$ cat src/sv/lhae_pkg.sv
package lhae_pkg;

    // ADC sample width; the half-scale point is the zero of the centered value
    localparam int SAMPLE_BITS = 12;
    localparam int GAIN_W      = 16;
    localparam int ANGLE_W     = 16;
    localparam int SECTOR_W    = 3;

    // centered sample (SAMPLE_BITS signed) times gain (GAIN_W+1 signed)
    localparam int PROD_W = SAMPLE_BITS + GAIN_W + 1;
    // scaled offset magnitude stays below 2^16
    localparam int V_W    = GAIN_W + 2;
    // sector base plus or minus offset
    localparam int SUM_W  = V_W + 1;

    localparam logic [GAIN_W-1:0] GAIN_RESET = GAIN_W'(4096);

    // sector bases, Q3.13 radians
    localparam logic signed [SUM_W-1:0] BASE_PI_3  = SUM_W'(8578);
    localparam logic signed [SUM_W-1:0] BASE_2PI_3 = SUM_W'(17157);
    localparam logic signed [SUM_W-1:0] BASE_PI    = SUM_W'(25736);
    localparam logic signed [SUM_W-1:0] BASE_4PI_3 = SUM_W'(34315);
    localparam logic signed [SUM_W-1:0] BASE_5PI_3 = SUM_W'(42894);
    localparam logic signed [SUM_W-1:0] BASE_2PI   = SUM_W'(51472);
    localparam logic signed [SUM_W-1:0] ANGLE_MAX  = SUM_W'(51471);

    localparam logic [SECTOR_W-1:0] SEC_1 = SECTOR_W'(1);
    localparam logic [SECTOR_W-1:0] SEC_2 = SECTOR_W'(2);
    localparam logic [SECTOR_W-1:0] SEC_3 = SECTOR_W'(3);
    localparam logic [SECTOR_W-1:0] SEC_4 = SECTOR_W'(4);
    localparam logic [SECTOR_W-1:0] SEC_5 = SECTOR_W'(5);
    localparam logic [SECTOR_W-1:0] SEC_6 = SECTOR_W'(6);

    typedef logic [SAMPLE_BITS-1:0]   t_sample;
    typedef logic signed [PROD_W-1:0] t_prod;

    typedef struct packed {
        logic [SAMPLE_BITS-1:0] sample_a;
        logic [SAMPLE_BITS-1:0] sample_b;
        logic [SAMPLE_BITS-1:0] sample_c;
    } t_req;

    typedef struct packed {
        logic [ANGLE_W-1:0]  rotor_angle;
        logic [SECTOR_W-1:0] sector;
    } t_rsp;

    // pipeline control from the top level to the merge stage
    typedef struct packed {
        logic en;
    } t_stage_ctl;

    // strict compares, ties fall to the else side
    function automatic logic [SECTOR_W-1:0] pick_sector(
        input t_sample a,
        input t_sample b,
        input t_sample c
    );
        logic [SECTOR_W-1:0] sec;
        if (a > b) begin
            if (a > c) begin
                sec = (b > c) ? SEC_1 : SEC_6;
            end else begin
                sec = SEC_5;
            end
        end else if (b > c) begin
            sec = (a > c) ? SEC_2 : SEC_3;
        end else begin
            sec = SEC_4;
        end
        return sec;
    endfunction

endpackage

$ cat src/sv/lhae_lane.sv
module lhae_lane (
    input  logic                     i_clk,
    input  logic                     i_en,
    input  lhae_pkg::t_sample        i_sample,
    input  logic [lhae_pkg::GAIN_W-1:0] i_gain,
    output lhae_pkg::t_prod          o_prod
);

    logic signed [lhae_pkg::SAMPLE_BITS-1:0] centred;
    logic signed [lhae_pkg::GAIN_W:0]        gain_s;
    lhae_pkg::t_prod                         n_prod;
    lhae_pkg::t_prod                         r_prod;

    // sample - half scale: flip the top bit
    assign centred = {~i_sample[lhae_pkg::SAMPLE_BITS-1],
                      i_sample[lhae_pkg::SAMPLE_BITS-2:0]};
    assign gain_s  = {1'b0, i_gain};
    assign n_prod  = lhae_pkg::PROD_W'(centred * gain_s);

    always_ff @(posedge i_clk) begin
        if (i_en) begin
            r_prod <= n_prod;
        end
    end

    assign o_prod = r_prod;

endmodule

$ cat src/sv/lhae_merge.sv
module lhae_merge (
    input  logic                             i_clk,
    input  lhae_pkg::t_stage_ctl             i_ctl,
    input  lhae_pkg::t_prod                  i_prod_a,
    input  lhae_pkg::t_prod                  i_prod_b,
    input  lhae_pkg::t_prod                  i_prod_c,
    input  logic [lhae_pkg::SECTOR_W-1:0]    i_sector,
    output lhae_pkg::t_rsp                   o_rsp
);

    localparam int SHIFT = lhae_pkg::SAMPLE_BITS - 1;

    lhae_pkg::t_prod                     sh_a, sh_b, sh_c;
    logic signed [lhae_pkg::SUM_W-1:0]   v_a, v_b, v_c;
    logic signed [lhae_pkg::SUM_W-1:0]   sum;
    lhae_pkg::t_rsp                      n_rsp;
    lhae_pkg::t_rsp                      r_rsp;

    // arithmetic shift = floor division by half scale
    assign sh_a = i_prod_a >>> SHIFT;
    assign sh_b = i_prod_b >>> SHIFT;
    assign sh_c = i_prod_c >>> SHIFT;
    assign v_a  = sh_a[lhae_pkg::SUM_W-1:0];
    assign v_b  = sh_b[lhae_pkg::SUM_W-1:0];
    assign v_c  = sh_c[lhae_pkg::SUM_W-1:0];

    always_comb begin
        case (i_sector)
            lhae_pkg::SEC_1: begin
                // negative offset wraps below zero to just under 2*pi
                sum = v_b[lhae_pkg::SUM_W-1] ? (lhae_pkg::BASE_2PI + v_b) : v_b;
            end
            lhae_pkg::SEC_2: begin
                sum = lhae_pkg::BASE_PI_3 - v_a;
            end
            lhae_pkg::SEC_3: begin
                sum = lhae_pkg::BASE_2PI_3 + v_c;
            end
            lhae_pkg::SEC_4: begin
                sum = lhae_pkg::BASE_PI - v_b;
            end
            lhae_pkg::SEC_5: begin
                sum = lhae_pkg::BASE_4PI_3 + v_a;
            end
            default: begin
                sum = lhae_pkg::BASE_5PI_3 - v_c;
            end
        endcase

        n_rsp.sector = i_sector;
        if (sum[lhae_pkg::SUM_W-1]) begin
            n_rsp.rotor_angle = '0;
        end else if (sum > lhae_pkg::ANGLE_MAX) begin
            n_rsp.rotor_angle = lhae_pkg::ANGLE_MAX[lhae_pkg::ANGLE_W-1:0];
        end else begin
            n_rsp.rotor_angle = sum[lhae_pkg::ANGLE_W-1:0];
        end
    end

    always_ff @(posedge i_clk) begin
        if (i_ctl.en) begin
            r_rsp <= n_rsp;
        end
    end

    assign o_rsp = r_rsp;

endmodule

$ cat src/sv/linear_hall_angle_estimator.sv
// Channel    Direction  Handshake                Payload
// request    in         i_req_valid/o_req_stall  i_req (sample_a, sample_b, sample_c)
// response   out        o_rsp_valid/i_rsp_stall  o_rsp (rotor_angle, sector)
// config     in         i_cfg_wr_en              i_cfg_wr_data (inverse_amplitude_gain)
//
// Two register stages: lanes multiply, merge shifts/adds/saturates.
// One request per cycle unless stalled; the lane multipliers set the stage timing.
// Reset (synchronous, i_rst_n low) empties both stages and sets the gain to 1.0.
// A stall on the response side backs up only as far as the first empty stage.
module linear_hall_angle_estimator (
    input  logic                          i_clk,
    input  logic                          i_rst_n,
    input  logic                          i_req_valid,
    output logic                          o_req_stall,
    input  lhae_pkg::t_req                i_req,
    output logic                          o_rsp_valid,
    input  logic                          i_rsp_stall,
    output lhae_pkg::t_rsp                o_rsp,
    input  logic                          i_cfg_wr_en,
    input  logic [lhae_pkg::GAIN_W-1:0]   i_cfg_wr_data
);

    // reciprocal amplitude gain, Q4.12
    logic [lhae_pkg::GAIN_W-1:0]   r_gain;

    // stage valids: s1 = lane products, s2 = response register
    logic                          r_s1_valid;
    logic                          r_s2_valid;
    logic                          en_s1;
    logic                          en_s2;

    logic [lhae_pkg::SECTOR_W-1:0] r_sector;
    lhae_pkg::t_prod               prod_a, prod_b, prod_c;
    lhae_pkg::t_stage_ctl          merge_ctl;

    // a stage loads when it is empty or its contents move on
    assign en_s2       = !r_s2_valid || !i_rsp_stall;
    assign en_s1       = !r_s1_valid || en_s2;
    assign o_req_stall = !en_s1;
    assign o_rsp_valid = r_s2_valid;

    always_ff @(posedge i_clk) begin
        if (!i_rst_n) begin
            r_gain     <= lhae_pkg::GAIN_RESET;
            r_s1_valid <= 1'b0;
            r_s2_valid <= 1'b0;
        end else begin
            if (i_cfg_wr_en) begin
                r_gain <= i_cfg_wr_data;
            end
            if (en_s1) begin
                r_s1_valid <= i_req_valid;
            end
            if (en_s2) begin
                r_s2_valid <= r_s1_valid;
            end
        end
    end

    // sector from the sample ordering travels beside the products
    always_ff @(posedge i_clk) begin
        if (en_s1) begin
            r_sector <= lhae_pkg::pick_sector(i_req.sample_a, i_req.sample_b,
                                              i_req.sample_c);
        end
    end

    // one lane per sensor: center and scale every sample, merge picks one
    lhae_lane u_lane_a (
        .i_clk    (i_clk),
        .i_en     (en_s1),
        .i_sample (i_req.sample_a),
        .i_gain   (r_gain),
        .o_prod   (prod_a)
    );

    lhae_lane u_lane_b (
        .i_clk    (i_clk),
        .i_en     (en_s1),
        .i_sample (i_req.sample_b),
        .i_gain   (r_gain),
        .o_prod   (prod_b)
    );

    lhae_lane u_lane_c (
        .i_clk    (i_clk),
        .i_en     (en_s1),
        .i_sample (i_req.sample_c),
        .i_gain   (r_gain),
        .o_prod   (prod_c)
    );

    assign merge_ctl.en = en_s2;

    lhae_merge u_merge (
        .i_clk    (i_clk),
        .i_ctl    (merge_ctl),
        .i_prod_a (prod_a),
        .i_prod_b (prod_b),
        .i_prod_c (prod_c),
        .i_sector (r_sector),
        .o_rsp    (o_rsp)
    );

endmodule
$ cat config.mk
export PLATFORM = sky130hd
export DESIGN_NAME = linear_hall_angle_estimator
export DESIGN_NICKNAME = d
export VERILOG_FILES = /design/src/sv/lhae_pkg.sv /design/src/sv/lhae_lane.sv /design/src/sv/lhae_merge.sv /design/src/sv/linear_hall_angle_estimator.sv
export SDC_FILE = /design/constraint.sdc
export NUM_CORES = 2
export LEC_CHECK = 0
export BUFFER_PORTS_ARGS = -buffer_cell sky130_fd_sc_hd__buf_2
export CAP_MARGIN = 20
export CORE_MARGIN = 3
export CORE_UTILIZATION = 36
export DETAILED_ROUTE_END_ITERATION = 16
export SYNTH_ARGS = -nofsm -noshare
export SYNTH_HDL_FRONTEND = slang
export SYNTH_SLANG_ARGS = --single-unit
export TNS_END_PERCENT = 30
$ cat constraint.sdc
create_clock -name i_clk -period 5.84 [get_ports i_clk]
set_clock_uncertainty 0.05 [all_clocks]
set_input_delay 0.584 -clock i_clk [delete_from_list [all_inputs] [get_ports i_clk]]
set_output_delay 0.584 -clock i_clk [all_outputs]
set_load 0.02 [all_outputs]
==> summary.md <==
The tools report the endpoint of the worst hold-timing path as r_s1_valid. Timing analysis after detailed placement gives a worst setup slack of -0.380 ns. From left edge to right edge, the die measures 269 µm. Buffer and inverter count on the worst path: 8.

The compound-cell area share of the yosys netlist was 8.29%. TritonCTS created 9 clock buffers. The average instance in the mapped netlist occupies 8.69 µm². Pin placement for this block handled 78 I/O pins. The tools report the max-slew violation count as 0. The maximum count of clock buffers along a single path is 2, and the maximum resistive drop on vdd is 209 µV. Yosys mapped the design onto 76 distinct sky130hd cell types.

The post-route fraction of the period consumed by the critical path was 98.1%; the final net count was 3781. In the final layout, the share of cells above drive strength 1 is 13.9%. Floorplan die area: 0.0723 mm².

The adder and majority cell fraction of the synthesized area is 47.9%. The post-synthesis mux area share is 0.810%. Cell with the most instances after synthesis: inv_1.

The tools report the element type at the critical path start as a flip-flop. The run gives 0 as the detailed-route DRC error count. The final-report setup violation count is 0.

The run finished with clean final reports. The repair_antennas step left the layout with diodes totalling 0. The post-synthesis share of cell area spent on and, or, nand and nor gates is 17.6%, and the number of synthesized flops with an enable pin is 76.

For the leakage component of the power, the log shows 0.0139 µW. Summing the sequential cell areas from Yosys gives 10.6% of the chip area. The logs give 0.38 ns for the latest clock arrival within the worst-skew pair and 5 for the number of iterations in the first detailed-routing pass.

The logs give 0.175 GHz for the timing-limited maximum frequency and 0.0249 mm² for the netlist area before placement. The die is 269 µm tall. Across the run, the number of max-cap violations was 0. Number of antenna violations at the first check in global routing: 0. In this run the core area contains 95 standard-cell rows. At the worst endpoint, the arrival time is 5.82 ns. The tools report the launching point of the worst reg2reg path as r_gain[5]. After detailed routing, the average wire length per cell comes to 17.1 µm. The post-synthesis net count was 3622; the via count of the first global-routing pass was 19229.

The endpoint of the lowest-slack register-to-register path was u_lane_a.o_prod[24]. The number of hold-slack violations in the final timing report was 0; the effective utilization at floorplan was 36.7%. The commonest cells after synthesis are 574 x inv_1, 417 x fa_1, 406 x nand2_1.

Counting every instance in the synthesized netlist gives 2862. STA classifies the critical path endpoint as a flip-flop. For the worst setup path, the data required time is 5.93 ns. Number of port buffers: 77.

The growth of design area from synthesis to finish works out to 14.2%. The overall routed net length was 66800 µm. The critical path start-end classification is flip-flop to flip-flop. The congestion estimate from routability-driven global placement came to 0.930.

Setup repair after global routing could not meet its margin everywhere. The first global-routing pass estimated 105000 µm of wire. Clock-pin slew was measured on the worst setup and hold paths at 0.07 ns.

Number of clock sinks seen by CTS: 94. After synthesis, the largest family of logic cells by area is adder cells. The most numerous cell type found on the critical path is fa_1.

In the synthesized netlist the dominant register cell turns out to be edfxtp_1. The worst hold path belongs to the class input port to flip-flop. Counting the fill cells in the layout gives 6810. The final critical-path required period works out to 5.73 ns. The final worst-path setup slack came out at 0.111 ns.

The signal on the critical path passes through buf_12, buf_12, buf_4, buf_4, and2_1, fa_1, fa_1, fa_1, fa_1, inv_1, fa_1, inv_1, ha_1, a211o_1, a21oi_1, o21ai_0, a41oi_4, o21ai_2, buf_4, a211o_1, buf_4, xor2_1. The leading area contributor after synthesis was fa_1. Counting flops with an async set or reset pin after synthesis yields a share of 0%. The tools report the final-layout worst hold slack as 0.358 ns.

The master of the slowest instance on the critical path was fa_1. The count of cells along the worst hold path works out to 2. Global routing used 18.5% of the available tracks. After clock tree synthesis, the flow added hold-fix buffers numbering 0. The final antenna-violating net count came out at 0. TritonCTS built the clock tree. The synthesized-area fraction occupied by xor and xnor cells was 3.56%. The flip-flop and latch count after synthesis is 94, and the top fanout value on the critical path is 7.

The count of warnings emitted by yosys is 0. Dividing the detail-routed via count by the number of cells gives 5.00. The standard cell core area was 0.0678 mm². The area fraction of the dominant cell type after synthesis came out at 33.6%.

The routed layout has 19492 vias. In this run the number of H-tree levels came out at 3. The tools report the critical path launch point as r_gain[5]. The worst pin sits at a relative slew slack of 40.2%. For the half-perimeter wire length after placement, the log shows 55400 µm. For the number of DRC violations after detailed-routing iteration 0, the log shows 1339. Maximum single-stage delay on the critical path: 0.55 ns. At the pin with the least slew margin, the transition time is 0.897 ns. The worst reg2reg path depth came out at 22. Slack of the worst reg-to-reg path: 0.11 ns. The root buffer cell is clkbuf_16. Pin count of the biggest net entering global routing: 59. By area the synthesized netlist is led by fa_1 34%, ha_1 14%, edfxtp_1 9.2%. Sum of overflow across all layers after global routing: 0. Launch point of the worst hold path: i_req_valid. In this run the power density over the cells is 319 mW/mm². The kind of cell with the highest combined delay along the critical path is adder cells.
[cell type report]
class	instances	area [µm²]	share of cell area, %
Multi-Input combinational cell	2036	19800	69.6
Clock inverter	7	73.8	0.260
Sequential cell	94	2670	9.39
Timing Repair Buffer	304	2420	8.52
Inverter	576	2160	7.61
Clock buffer	9	225	0.793
Tap cell	873	1090	3.85
[stage by stage]
| step | std cells | instance area [µm²] | util [%] | total power (µW) | setup TNS (ns) |
|---|---|---|---|---|---|
| 6_report | 3899 | 28400 | 41.9 | 9060 | 0 |
| 2_1_floorplan | 2862 | 24900 | - | 5980 | -0.0544 |
| 3_3_place_gp | 3866 | 27600 | 40.7 | 8060 | -2.45 |
| 4_1_cts | 3882 | 27900 | 41.2 | 8790 | 0 |
| 5_1_grt | 3899 | 28400 | 41.9 | 10000 | -0.232 |
| 3_5_place_dp | 3866 | 27600 | 40.7 | 8120 | -3.08 |
[metal layers]
metal | vias up | GRT usage [%] | routed length [µm] | share of wire (%)
met4 | 0 | 2.80 | 780 | 1.2
li1 | 9262 | - | - | -
met2 | 556 | 29.0 | 29800 | 45
met3 | 54 | 3.46 | 4710 | 7.1
met1 | 9620 | 27.2 | 31500 | 47
met5 | - | 0 | 0 | 0
[registers in the layout, summed over array words and instances, names as in the netlist]
register and count:
o_rsp_valid 1, r_gain 16, r_s1_valid 1, r_sector 3, u_lane_a.o_prod 18, u_lane_b.o_prod 18
u_lane_c.o_prod 18, u_merge.o_rsp 19
[cells by family (layout without fill, tap and decap cells)]
logic type | Yosys count | in the layout
xor gates and xnor gates | 101 | 101
muxes | 20 | 20
AOI/OAI and AO/OA | 306 | 306
buffers and inverters | 732 | 896
DFF | 94 | 94
and+or+nand+nor | 906 | 906
adders and majority gates | 703 | 703
[report_power, final]
part           leakage, µW  internal [µW]  switching (µW)
Clock             0.000140            302             311
Sequential        0.000962           1210             487
Combinational       0.0128           3030            3720
Total               0.0139           4540            4520
[cells in the final DEF (no fill, tap or decap), drive strengths merged, types with 5 or more instances in the layout]
master	instances
a2111oi	5
a211o	6
a211oi	21
a21o	23
a21oi	78
a31oi	14
a41oi	5
and2	181
and3	14
buf	303
clkbuf	10
dfxtp	18
edfxtp	76
fa	417
ha	286
inv	578
mux2i	19
nand2	406
nand2b	13
nand3	25
nand4	20
nor2	108
nor2b	33
nor3	44
nor3b	5
nor4	9
o211ai	8
o21a	14
o21ai	57
o221ai	7
o22ai	7
o31a	9
o31ai	5
or2	25
or3	8
xnor2	64
xor2	37
[worst max path at each step]
stage | endpoint | cells past startpoint | slack (ns)
2_1_floorplan | u_lane_b.o_prod[28] | 21 | -0.05
3_3_place_gp | u_lane_c.o_prod[28] | 22 | -0.33
3_5_place_dp | u_lane_c.o_prod[28] | 22 | -0.38
4_1_cts | u_lane_c.o_prod[28] | 20 | 0.003
5_1_grt | u_lane_c.o_prod[27] | 22 | -0.08
6_report | u_lane_a.o_prod[24] | 22 | 0.11
[timing repair]
action / 4_1_cts / 5_1_grt
endpoints found under the setup margin: 6 / 23
gates resized for setup: 4 / 83
pin swaps: 1 / 45
setup buffers: 0 / 16
gates cloned: 0 / 1
(Power assumes the default switching activity.)
